## config.mk

```make
export PLATFORM = sky130hd
export DESIGN_NAME = pi_controller_antiwindup
export DESIGN_NICKNAME = d
export VERILOG_FILES = /design/src/rtl/pica_pkg.sv /design/src/rtl/pica_ctrl.sv /design/src/rtl/pica_datapath.sv /design/src/rtl/pi_controller_antiwindup.sv
export SDC_FILE = /design/constraint.sdc
export NUM_CORES = 2
export LEC_CHECK = 0
export BUFFER_PORTS_ARGS = -buffer_cell sky130_fd_sc_hd__buf_2
export CAP_MARGIN = 0
export CORE_MARGIN = 3
export CORE_UTILIZATION = 66
export CTS_CLUSTER_DIAMETER = 80
export DETAILED_ROUTE_END_ITERATION = 12
export GPL_TIMING_DRIVEN = 0
export PLACE_DENSITY = 0.91
export SLEW_MARGIN = 15
export SYNTH_ARGS = -nofsm -noshare
export SYNTH_HDL_FRONTEND = slang
export SYNTH_SLANG_ARGS = --single-unit
```

## constraint.sdc

```tcl
create_clock -name clk -period 12.5 [get_ports clk]
set_clock_uncertainty 0.2 [all_clocks]
set_input_delay 1.875 -clock clk [delete_from_list [all_inputs] [get_ports clk]]
set_output_delay 1.875 -clock clk [all_outputs]
set_load 0.02 [all_outputs]
```

## src/rtl/pica_pkg.sv

```systemverilog
`timescale 1ns / 1ps
// ----------------------------------------------------------------------------
// pica_pkg
// Shared types and constants for the PI controller with integrator clamping.
// ----------------------------------------------------------------------------
package pica_pkg;

  localparam int Q_W       = 32;
  localparam int CFG_IDX_W = 2;
  localparam int DIV_W     = 15;
  localparam int DIV_BITS  = 4;

  localparam logic [CFG_IDX_W-1:0] REG_PROP_GAIN     = 2'd0;
  localparam logic [CFG_IDX_W-1:0] REG_INTEGRAL_GAIN = 2'd1;
  localparam logic [CFG_IDX_W-1:0] REG_OUT_UPPER     = 2'd2;
  localparam logic [CFG_IDX_W-1:0] REG_OUT_LOWER     = 2'd3;

  localparam logic signed [Q_W-1:0] PROP_GAIN_RST     = 32'sd65536;
  localparam logic signed [Q_W-1:0] INTEGRAL_GAIN_RST = 32'sd0;
  localparam logic signed [Q_W-1:0] OUT_UPPER_RST     = 32'sd26214400;
  localparam logic signed [Q_W-1:0] OUT_LOWER_RST     = -32'sd26214400;

  localparam logic [DIV_W-1:0] INC_DIVISOR = 15'd20000;
  localparam logic [63:0]      LIMIT_BASE  = 64'd400;

  localparam logic SEL_KP = 1'b0;
  localparam logic SEL_KI = 1'b1;

  typedef struct packed {
    logic ld_err;
    logic mul_en;
    logic mul_sel;
    logic prop_en;
    logic div_ld;
    logic div_step;
    logic acc_en;
    logic commit;
  } cmd_t;

  typedef struct packed {
    logic out_free;
  } sts_t;

  function automatic logic signed [Q_W-1:0] sat32(input logic signed [63:0] v);
    logic signed [Q_W-1:0] r;
    if (v > 64'sd2147483647) begin
      r = 32'sh7FFFFFFF;
    end else if (v < -64'sd2147483648) begin
      r = 32'sh80000000;
    end else begin
      r = v[Q_W-1:0];
    end
    return r;
  endfunction

endpackage

```

## src/rtl/pica_ctrl.sv

```systemverilog
`timescale 1ns / 1ps
// ----------------------------------------------------------------------------
// pica_ctrl
// Sequencer: accepts a sample, steps the datapath, commits the result.
// ----------------------------------------------------------------------------
module pica_ctrl
  import pica_pkg::*;
#(
  parameter int DIV_STEPS = 12
) (
  input  logic clk,
  input  logic rst_n,
  input  logic in_valid,
  output logic in_ready,
  input  sts_t sts,
  output cmd_t cmd
);

  localparam int CNT_W = (DIV_STEPS > 1) ? $clog2(DIV_STEPS) : 1;
  localparam logic [CNT_W-1:0] CNT_LAST = CNT_W'(DIV_STEPS - 1);

  localparam logic [2:0] S_IDLE  = 3'd0;
  localparam logic [2:0] S_MULP  = 3'd1;
  localparam logic [2:0] S_PROP  = 3'd2;
  localparam logic [2:0] S_DIVLD = 3'd3;
  localparam logic [2:0] S_DIV   = 3'd4;
  localparam logic [2:0] S_ACC   = 3'd5;
  localparam logic [2:0] S_FIN   = 3'd6;

  logic [2:0]       state_r, state_nxt;
  logic [CNT_W-1:0] cnt_r, cnt_nxt;

  always_comb begin
    state_nxt = state_r;
    cnt_nxt   = cnt_r;
    cmd       = '0;
    in_ready  = 1'b0;
    case (state_r)
      S_IDLE: begin
        in_ready = 1'b1;
        if (in_valid) begin
          cmd.ld_err = 1'b1;
          state_nxt  = S_MULP;
        end
      end
      S_MULP: begin
        cmd.mul_en  = 1'b1;
        cmd.mul_sel = SEL_KP;
        state_nxt   = S_PROP;
      end
      S_PROP: begin
        cmd.prop_en = 1'b1;
        cmd.mul_en  = 1'b1;
        cmd.mul_sel = SEL_KI;
        state_nxt   = S_DIVLD;
      end
      S_DIVLD: begin
        cmd.div_ld = 1'b1;
        cnt_nxt    = '0;
        state_nxt  = S_DIV;
      end
      S_DIV: begin
        cmd.div_step = 1'b1;
        cnt_nxt      = cnt_r + 1'b1;
        if (cnt_r == CNT_LAST) begin
          state_nxt = S_ACC;
        end
      end
      S_ACC: begin
        cmd.acc_en = 1'b1;
        state_nxt  = S_FIN;
      end
      S_FIN: begin
        if (sts.out_free) begin
          cmd.commit = 1'b1;
          state_nxt  = S_IDLE;
        end
      end
      default: begin
        state_nxt = S_IDLE;
      end
    endcase
  end

  always_ff @(posedge clk) begin
    if (!rst_n) begin
      state_r <= S_IDLE;
      cnt_r   <= '0;
    end else begin
      state_r <= state_nxt;
      cnt_r   <= cnt_nxt;
    end
  end

endmodule

```

## src/rtl/pica_datapath.sv

```systemverilog
`timescale 1ns / 1ps
// ----------------------------------------------------------------------------
// pica_datapath
// Gain registers, shared multiplier, constant divider, clamps, integrator
// and output register.
// ----------------------------------------------------------------------------
module pica_datapath
  import pica_pkg::*;
#(
  parameter int FRAC_BITS = 16,
  parameter int DIV_STEPS = 12
) (
  input  logic                 clk,
  input  logic                 rst_n,
  input  logic                 cfg_wen,
  input  logic [CFG_IDX_W-1:0] cfg_addr,
  input  logic [Q_W-1:0]       cfg_wdata,
  input  logic [2*Q_W-1:0]     in_data,
  input  cmd_t                 cmd,
  output sts_t                 sts,
  output logic                 out_valid,
  input  logic                 out_ready,
  output logic [2*Q_W-1:0]     out_data
);

  localparam int NUM_W = 63 - FRAC_BITS;
  localparam int NP    = DIV_BITS * DIV_STEPS;
  localparam int ACC_W = (50 - FRAC_BITS > 35) ? (50 - FRAC_BITS) : 35;
  localparam logic signed [33:0] LIM400 =
    ((LIMIT_BASE << FRAC_BITS) > 64'd2147483647) ? 34'sh7FFFFFFF :
    34'((LIMIT_BASE << FRAC_BITS));

  logic signed [Q_W-1:0]   kp_r, ki_r, upper_r, lower_r;
  logic signed [Q_W-1:0]   err_r, prop_r, integ_r, integ_new_r;
  logic signed [63:0]      prod_r;
  logic signed [33:0]      hi_r, lo_r;
  logic                    neg_r;
  logic [NP-1:0]           num_r;
  logic [DIV_W-1:0]        rem_r;
  logic                    out_valid_r;
  logic [2*Q_W-1:0]        out_data_r;

  logic signed [Q_W-1:0]   sp, fb, mul_b, prop_sat, prop_clamp;
  logic signed [63:0]      prod_sh;
  logic [63:0]             mag;
  logic [NP-1:0]           num_nxt;
  logic [DIV_W-1:0]        rem_nxt;
  logic [DIV_W:0]          rem_t;
  logic signed [ACC_W-1:0] inc, acc;
  logic signed [Q_W-1:0]   drive;

  assign sp    = in_data[Q_W-1:0];
  assign fb    = in_data[2*Q_W-1:Q_W];
  assign mul_b = (cmd.mul_sel == SEL_KI) ? ki_r : kp_r;

  always_comb begin
    prod_sh    = prod_r >>> FRAC_BITS;
    prop_sat   = sat32(prod_sh);
    prop_clamp = prop_sat;
    if (prop_clamp >= upper_r) begin
      prop_clamp = upper_r;
    end
    if (prop_clamp <= lower_r) begin
      prop_clamp = lower_r;
    end
  end

  assign mag = prod_r[63] ? 64'(-prod_r) : 64'(prod_r);

  always_comb begin
    num_nxt = num_r;
    rem_nxt = rem_r;
    for (int i = 0; i < DIV_BITS; i++) begin
      rem_t   = {rem_nxt, num_nxt[NP-1]};
      num_nxt = {num_nxt[NP-2:0], 1'b0};
      if (rem_t >= {1'b0, INC_DIVISOR}) begin
        rem_t      = rem_t - {1'b0, INC_DIVISOR};
        num_nxt[0] = 1'b1;
      end
      rem_nxt = rem_t[DIV_W-1:0];
    end
  end

  always_comb begin
    inc = neg_r ? -$signed(ACC_W'(num_r)) : $signed(ACC_W'(num_r));
    acc = ACC_W'(integ_r) + inc;
    if (acc >= ACC_W'(hi_r)) begin
      acc = ACC_W'(hi_r);
    end
    if (acc <= ACC_W'(lo_r)) begin
      acc = ACC_W'(lo_r);
    end
  end

  assign drive = sat32(64'(integ_new_r) + 64'(prop_r));

  always_ff @(posedge clk) begin
    if (!rst_n) begin
      kp_r    <= PROP_GAIN_RST;
      ki_r    <= INTEGRAL_GAIN_RST;
      upper_r <= OUT_UPPER_RST;
      lower_r <= OUT_LOWER_RST;
    end else if (cfg_wen) begin
      case (cfg_addr)
        REG_PROP_GAIN:     kp_r    <= cfg_wdata;
        REG_INTEGRAL_GAIN: ki_r    <= cfg_wdata;
        REG_OUT_UPPER:     upper_r <= cfg_wdata;
        REG_OUT_LOWER:     lower_r <= cfg_wdata;
        default: begin
        end
      endcase
    end
  end

  always_ff @(posedge clk) begin
    if (cmd.ld_err) begin
      err_r <= sat32(64'(sp) - 64'(fb));
    end
    if (cmd.mul_en) begin
      prod_r <= err_r * mul_b;
    end
    if (cmd.prop_en) begin
      prop_r <= prop_clamp;
    end
    if (cmd.div_ld) begin
      neg_r <= prod_r[63];
      num_r <= NP'(mag[62:FRAC_BITS]);
      rem_r <= '0;
      if (!prop_r[Q_W-1]) begin
        hi_r <= 34'(upper_r) - 34'(prop_r);
        lo_r <= -LIM400;
      end else begin
        hi_r <= LIM400;
        lo_r <= 34'(lower_r) - 34'(prop_r);
      end
    end
    if (cmd.div_step) begin
      num_r <= num_nxt;
      rem_r <= rem_nxt;
    end
    if (cmd.acc_en) begin
      integ_new_r <= sat32(64'(acc));
    end
    if (cmd.commit) begin
      out_data_r <= {integ_new_r, drive};
    end
  end

  always_ff @(posedge clk) begin
    if (!rst_n) begin
      integ_r     <= '0;
      out_valid_r <= 1'b0;
    end else begin
      if (cmd.commit) begin
        integ_r     <= integ_new_r;
        out_valid_r <= 1'b1;
      end else if (out_ready) begin
        out_valid_r <= 1'b0;
      end
    end
  end

  assign sts.out_free = !out_valid_r || out_ready;
  assign out_valid    = out_valid_r;
  assign out_data     = out_data_r;

endmodule

```

## src/rtl/pi_controller_antiwindup.sv

```systemverilog
`timescale 1ns / 1ps
// ----------------------------------------------------------------------------
// pi_controller_antiwindup
// PI controller with clamped proportional term and integrator headroom.
// ----------------------------------------------------------------------------
// Usage:
//   in_*  : one control sample per transfer, setpoint and feedback, signed
//           fixed point with FRAC_BITS fraction bits.
//   out_* : one result per sample, drive and the updated integrator.
//   cfg_* : write gains and output limits while the block is idle.
// Each sample transfer loads the error; the proportional and integral
//   products follow on the shared multiplier, then the divider is loaded and
//   steps through the integral increment, resolving four quotient bits a
//   cycle; the integrator is updated and the result waits for a free output
//   register. A new sample is taken once the previous result sits in the
//   output register.
// Reset: gains and limits return to their defaults, the integrator clears,
//   no result is pending.
// Stall: a held result stays in the output register; the next sample is
//   still accepted and processed, then waits until the register frees.
// ----------------------------------------------------------------------------
module pi_controller_antiwindup
  import pica_pkg::*;
#(
  parameter int FRAC_BITS = 16
) (
  input  logic                 clk,
  input  logic                 rst_n,
  input  logic                 cfg_wen,
  input  logic [CFG_IDX_W-1:0] cfg_addr,
  input  logic [Q_W-1:0]       cfg_wdata,
  input  logic                 in_tvalid,
  output logic                 in_tready,
  input  logic [2*Q_W-1:0]     in_tdata,   // setpoint, feedback
  output logic                 out_tvalid,
  input  logic                 out_tready,
  output logic [2*Q_W-1:0]     out_tdata   // drive, integrator_now
);

  localparam int DIV_STEPS = (63 - FRAC_BITS + DIV_BITS - 1) / DIV_BITS;

  cmd_t cmd;
  sts_t sts;

  pica_ctrl #(
    .DIV_STEPS(DIV_STEPS)
  ) u_ctrl (
    .clk      (clk),
    .rst_n    (rst_n),
    .in_valid (in_tvalid),
    .in_ready (in_tready),
    .sts      (sts),
    .cmd      (cmd)
  );

  pica_datapath #(
    .FRAC_BITS(FRAC_BITS),
    .DIV_STEPS(DIV_STEPS)
  ) u_dp (
    .clk       (clk),
    .rst_n     (rst_n),
    .cfg_wen   (cfg_wen),
    .cfg_addr  (cfg_addr),
    .cfg_wdata (cfg_wdata),
    .in_data   (in_tdata),
    .cmd       (cmd),
    .sts       (sts),
    .out_valid (out_tvalid),
    .out_ready (out_tready),
    .out_data  (out_tdata)
  );

endmodule

```

==> flow_metrics.py <==
metrics = {
    "power": {
        "power_w": 0.0138,
        "switchingPower_w": 0.00686,
        "p_int_w": 0.00690,
        "p_per_area_mw_per_mm2": 185,
        "p_leak_nw": 35.2,
        "p_seq_frac": 0.193,
        "swShare": 0.498,
        "comb_power_share": 0.679,
        "p_clk_frac": 0.128,
        "ir_drop_mv": 0.231,
    },
    "floorplan": {
        "dieHeight_um": 331,
        "die_area_sq_mm": 0.109,
        "die_w_um": 331,
        "start_util": 0.668,
        "io_pins": 169,
        "coreArea_sq_mm": 0.104,
        "rows": 118,
    },
    "clock_network": {
        "cts_max_level": 2,
        "cts_tree": "yes",
        "ctsHoldBuffers": 0,
        "clkLatencyLatePin_ps": 660,
        "cts_root_buf": "clkbuf_16",
        "numCtsBuffers": 55,
        "clock_path_buffers": 3,
        "cts.sinks": 522,
        "clkSlewWorstSetupHoldPaths_ps": 60,
    },
    "synth": {
        "ys_seq_elements": 522,
        "ys_types": 80,
        "synth_mux_area_frac": 0.0182,
        "syn_inst": 7608,
        "ys_seq_area_frac": 0.201,
        "synthXorXnorAreaFrac": 0.0368,
        "synth_ff_type": "edfxtp_1",
        "yosysWarnings": 0,
        "async_flop_share": 0,
        "netlist_area_sq_mm": 0.0695,
        "synth_compound_area_frac": 0.105,
        "yosys.area_share.simple": 0.143,
        "avgSynthCellArea_sq_um": 9.14,
        "synth-edff-count": 354,
        "synth_nets": 9290,
        "synth_fa_ha_area_frac": 0.403,
        "synth_top_family_by_area": "adder cells",
    },
    "setup_path": {
        "required_ps": 12690,
        "cpPeakStageDelay_ps": 850,
        "startpoint": "u_ctrl.state_r[1]$_SDFFE_PN0P_",
        "crit_type": "reg -> reg",
        "cp-start-kind": "flip-flop",
        "critPathMaxFanout": 10,
        "r2r_cells": 34,
        "arrival_ps": 12490,
        "crit_slowest_cell": "clkbuf_1",
        "crit_top_cell": "fa_1",
        "crit_path_end": "u_dp.prod_r[60]$_DFFE_PP_",
        "reg2reg_to": "u_dp.prod_r[60]$_DFFE_PP_",
        "r2r-start": "u_ctrl.state_r[1]$_SDFFE_PN0P_",
        "reg2reg_slack_ps": 200,
        "endpoint_kind": "flip-flop",
    },
    "sta": {
        "fin_tns_setup_ps": 0,
        "finalCriticalPeriod_ps": 12300,
        "finalSetupViolCount": 0,
        "max_freq_ghz": 0.0813,
        "hold_violations": 0,
        "finalCritPeriodShare": 0.984,
        "drv_slew": 0,
        "worst_pin_slew_ps": 1190,
        "max-slew-margin-rel": 0.199,
    },
    "route": {
        "drcViolationCount": 0,
        "drt_iter0_drc": 5639,
        "ant_nets": 0,
        "wirelength_mm": 220,
        "avgRoutedWirePerCell_um": 23.7,
        "vias_per_cell": 6.09,
        "vias": 56600,
        "first_pass_iters": 8,
    },
    "grt": {
        "gr-usage-met3": 0.0942,
        "grt_overflow_total": 0,
        "antenna_found_initial": 21,
        "grt.met2_usage": 0.638,
        "grt_pass1_vias": 57900,
        "grt-busiest-layer": "met2",
        "grtUsageMet1": 0.480,
        "grt_pass1_wl_mm": 334,
        "grt_use_total": 0.408,
        "grt_max_degree": 59,
    },
    "layout": {
        "fin_cells": 9287,
        "nFillCells": 7496,
        "area_delta_synth_final_pct": 7.14,
        "final_cell_area_sq_mm": 0.0745,
        "fin_nets": 9522,
        "drive_gt1_frac": 0.0629,
    },
    "outcome": {
        "status": "finished, final reports clean",
    },
    "place": {
        "dp.cells": 9163,
        "place_congestion": 1.07,
        "port_buffers": 167,
        "hpwl_mm": 185,
        "place_area_sq_mm": 0.0723,
    },
    "run": {
        "cap_viol_max_count": 0,
    },
    "min_path": {
        "hp-class": "reg -> reg",
    },
}
==> synth_stat cells, drive strengths merged, types with 45 or more instances <==
cell | instances | area, sq um
o21ai | 284 | 1420
inv | 1378 | 5170
edfxtp | 354 | 10600
nor3 | 46 | 230
o21a | 90 | 676
nand4 | 45 | 282
nand2b | 57 | 357
or2 | 53 | 332
xnor2 | 171 | 1500
dfxtp | 168 | 3360
ha | 491 | 6140
a21o | 137 | 1030
xor2 | 121 | 1060
nor2b | 222 | 1390
mux2 | 98 | 1100
nand2 | 1281 | 4810
clkbuf | 326 | 1220
a31oi | 59 | 369
a21oi | 385 | 1930
fa | 1088 | 21800
nand3 | 47 | 235
nor2 | 208 | 781
and2 | 104 | 651
==> metal layers <==
| metal | part of all wire | wire length (um) | vias to the layer above |
|---|---|---|---|
| li1 | - | - | 24600 |
| met4 | 0.11 | 23300 | 8 |
| met3 | 0.11 | 23800 | 915 |
| met2 | 0.45 | 98400 | 3430 |
| met1 | 0.34 | 74500 | 27600 |
| met5 | 0.00021 | 47 | - |
==> worst min path at each step <==
stage | from | end | slack (ps) | depth (start not counted)
after global routing | u_dp.kp_r[10]$_SDFFE_PN0P_ | u_dp.kp_r[10]$_SDFFE_PN0P_ | 270 | 2
after CTS | u_dp.ki_r[22]$_SDFFE_PN0P_ | u_dp.ki_r[22]$_SDFFE_PN0P_ | 260 | 2
after detailed placement | u_dp.ki_r[14]$_SDFFE_PN0P_ | u_dp.ki_r[14]$_SDFFE_PN0P_ | 250 | 2
after global placement | u_dp.ki_r[15]$_SDFFE_PN0P_ | u_dp.ki_r[15]$_SDFFE_PN0P_ | 240 | 2
after floorplan | u_ctrl.cnt_r[3]$_SDFFE_PN0P_ | u_ctrl.cnt_r[3]$_SDFFE_PN0P_ | 220 | 1
final | u_dp.ki_r[22]$_SDFFE_PN0P_ | u_dp.ki_r[22]$_SDFFE_PN0P_ | 260 | 2
==> sequential cells by signal (all words and copies together) (netlist names) <==
| register | cells |
|---|---|
| u_dp.rem_r | 15 |
| u_dp.out_data | 64 |
| u_ctrl.cnt_r | 4 |
| u_dp.num_r | 48 |
| u_ctrl.state_r | 3 |
| u_dp.lower_r | 32 |
| u_dp.integ_new_r | 32 |
| u_dp.kp_r | 32 |
| u_dp.ki_r | 32 |
| u_dp.hi_r | 33 |
| u_dp.prop_r | 32 |
| u_dp.integ_r | 32 |
| u_dp.out_valid | 1 |
| u_dp.prod_r | 64 |
| u_dp.err_r | 32 |
| u_dp.lo_r | 33 |
| u_dp.upper_r | 32 |
| u_dp.neg_r | 1 |
==> final cells by class <==
| class | count | area [sq um] | share of cell area |
|---|---|---|---|
| inverter | 1379 | 5180 | 0.0695 |
| tap | 1380 | 1730 | 0.0232 |
| clock buffer | 71 | 1550 | 0.0208 |
| sequential | 522 | 14000 | 0.188 |
| clock inverter | 33 | 410 | 0.00551 |
| timing repair buffer | 176 | 1020 | 0.0137 |
| antenna | 20 | 50.0 | 0.000672 |
| multi-input combinational | 5370 | 49300 | 0.661 |
| buffer | 336 | 1310 | 0.0175 |
==> power groups by stage <==
stage                     registers (W)  logic (W)  clock network [W]
final                           0.00266    0.00934            0.00176
after detailed placement        0.00267    0.00898                  0
after global routing            0.00266     0.0101            0.00184
after global placement          0.00267    0.00868                  0
after CTS                       0.00264    0.00906            0.00176
after floorplan                 0.00253    0.00611                  0
==> placed cells by master, fill, tap and decap left out, drive strengths merged, types with 171 or more instances in the layout <==
cell type	n
a21oi	385
buf	188
clkbuf	392
edfxtp	354
fa	1088
ha	491
inv	1385
nand2	1281
nor2	208
nor2b	222
o21ai	284
xnor2	171
==> repair_timing <==
action | 4_1_cts | 5_1_grt
resized for setup | 12 | 50
setup endpoints to repair | 43 | 39
setup buffers | 0 | 1
gates cloned | 0 | 0
pin swaps | 0 | 3
==> cells by family after synthesis <==
| kind of cell | after synthesis |
|---|---|
| DFF | 522 |
| muxes | 114 |
| and+or+nand+nor | 2192 |
| adders and majority gates | 1589 |
| buffers and inverters | 1716 |
| xor gates and xnor gates | 292 |
| AOI/OAI and AO/OA | 1183 |
==> stage by stage <==
step            util  setup slack [ps]  hold WS (ps)
2_1_floorplan      -              1740           223
3_3_place_gp   0.693             -2240           238
3_5_place_dp   0.695             -1180           246
4_1_cts        0.714              19.6           255
5_1_grt        0.715             -36.0           273
6_report       0.716               197           255
==> worst max-delay path, delay by kind of cell (launching register included) <==
family                     cells  cell delay (ps)
AOI/OAI and AO/OA             10             3160
xor gates and xnor gates       1              510
adders and majority gates      9             4640
buffers and inverters          7             1600
DFF                            1              460
muxes                          1              360
and+or+nand+nor                6             1110
(Power assumes the default switching activity.)
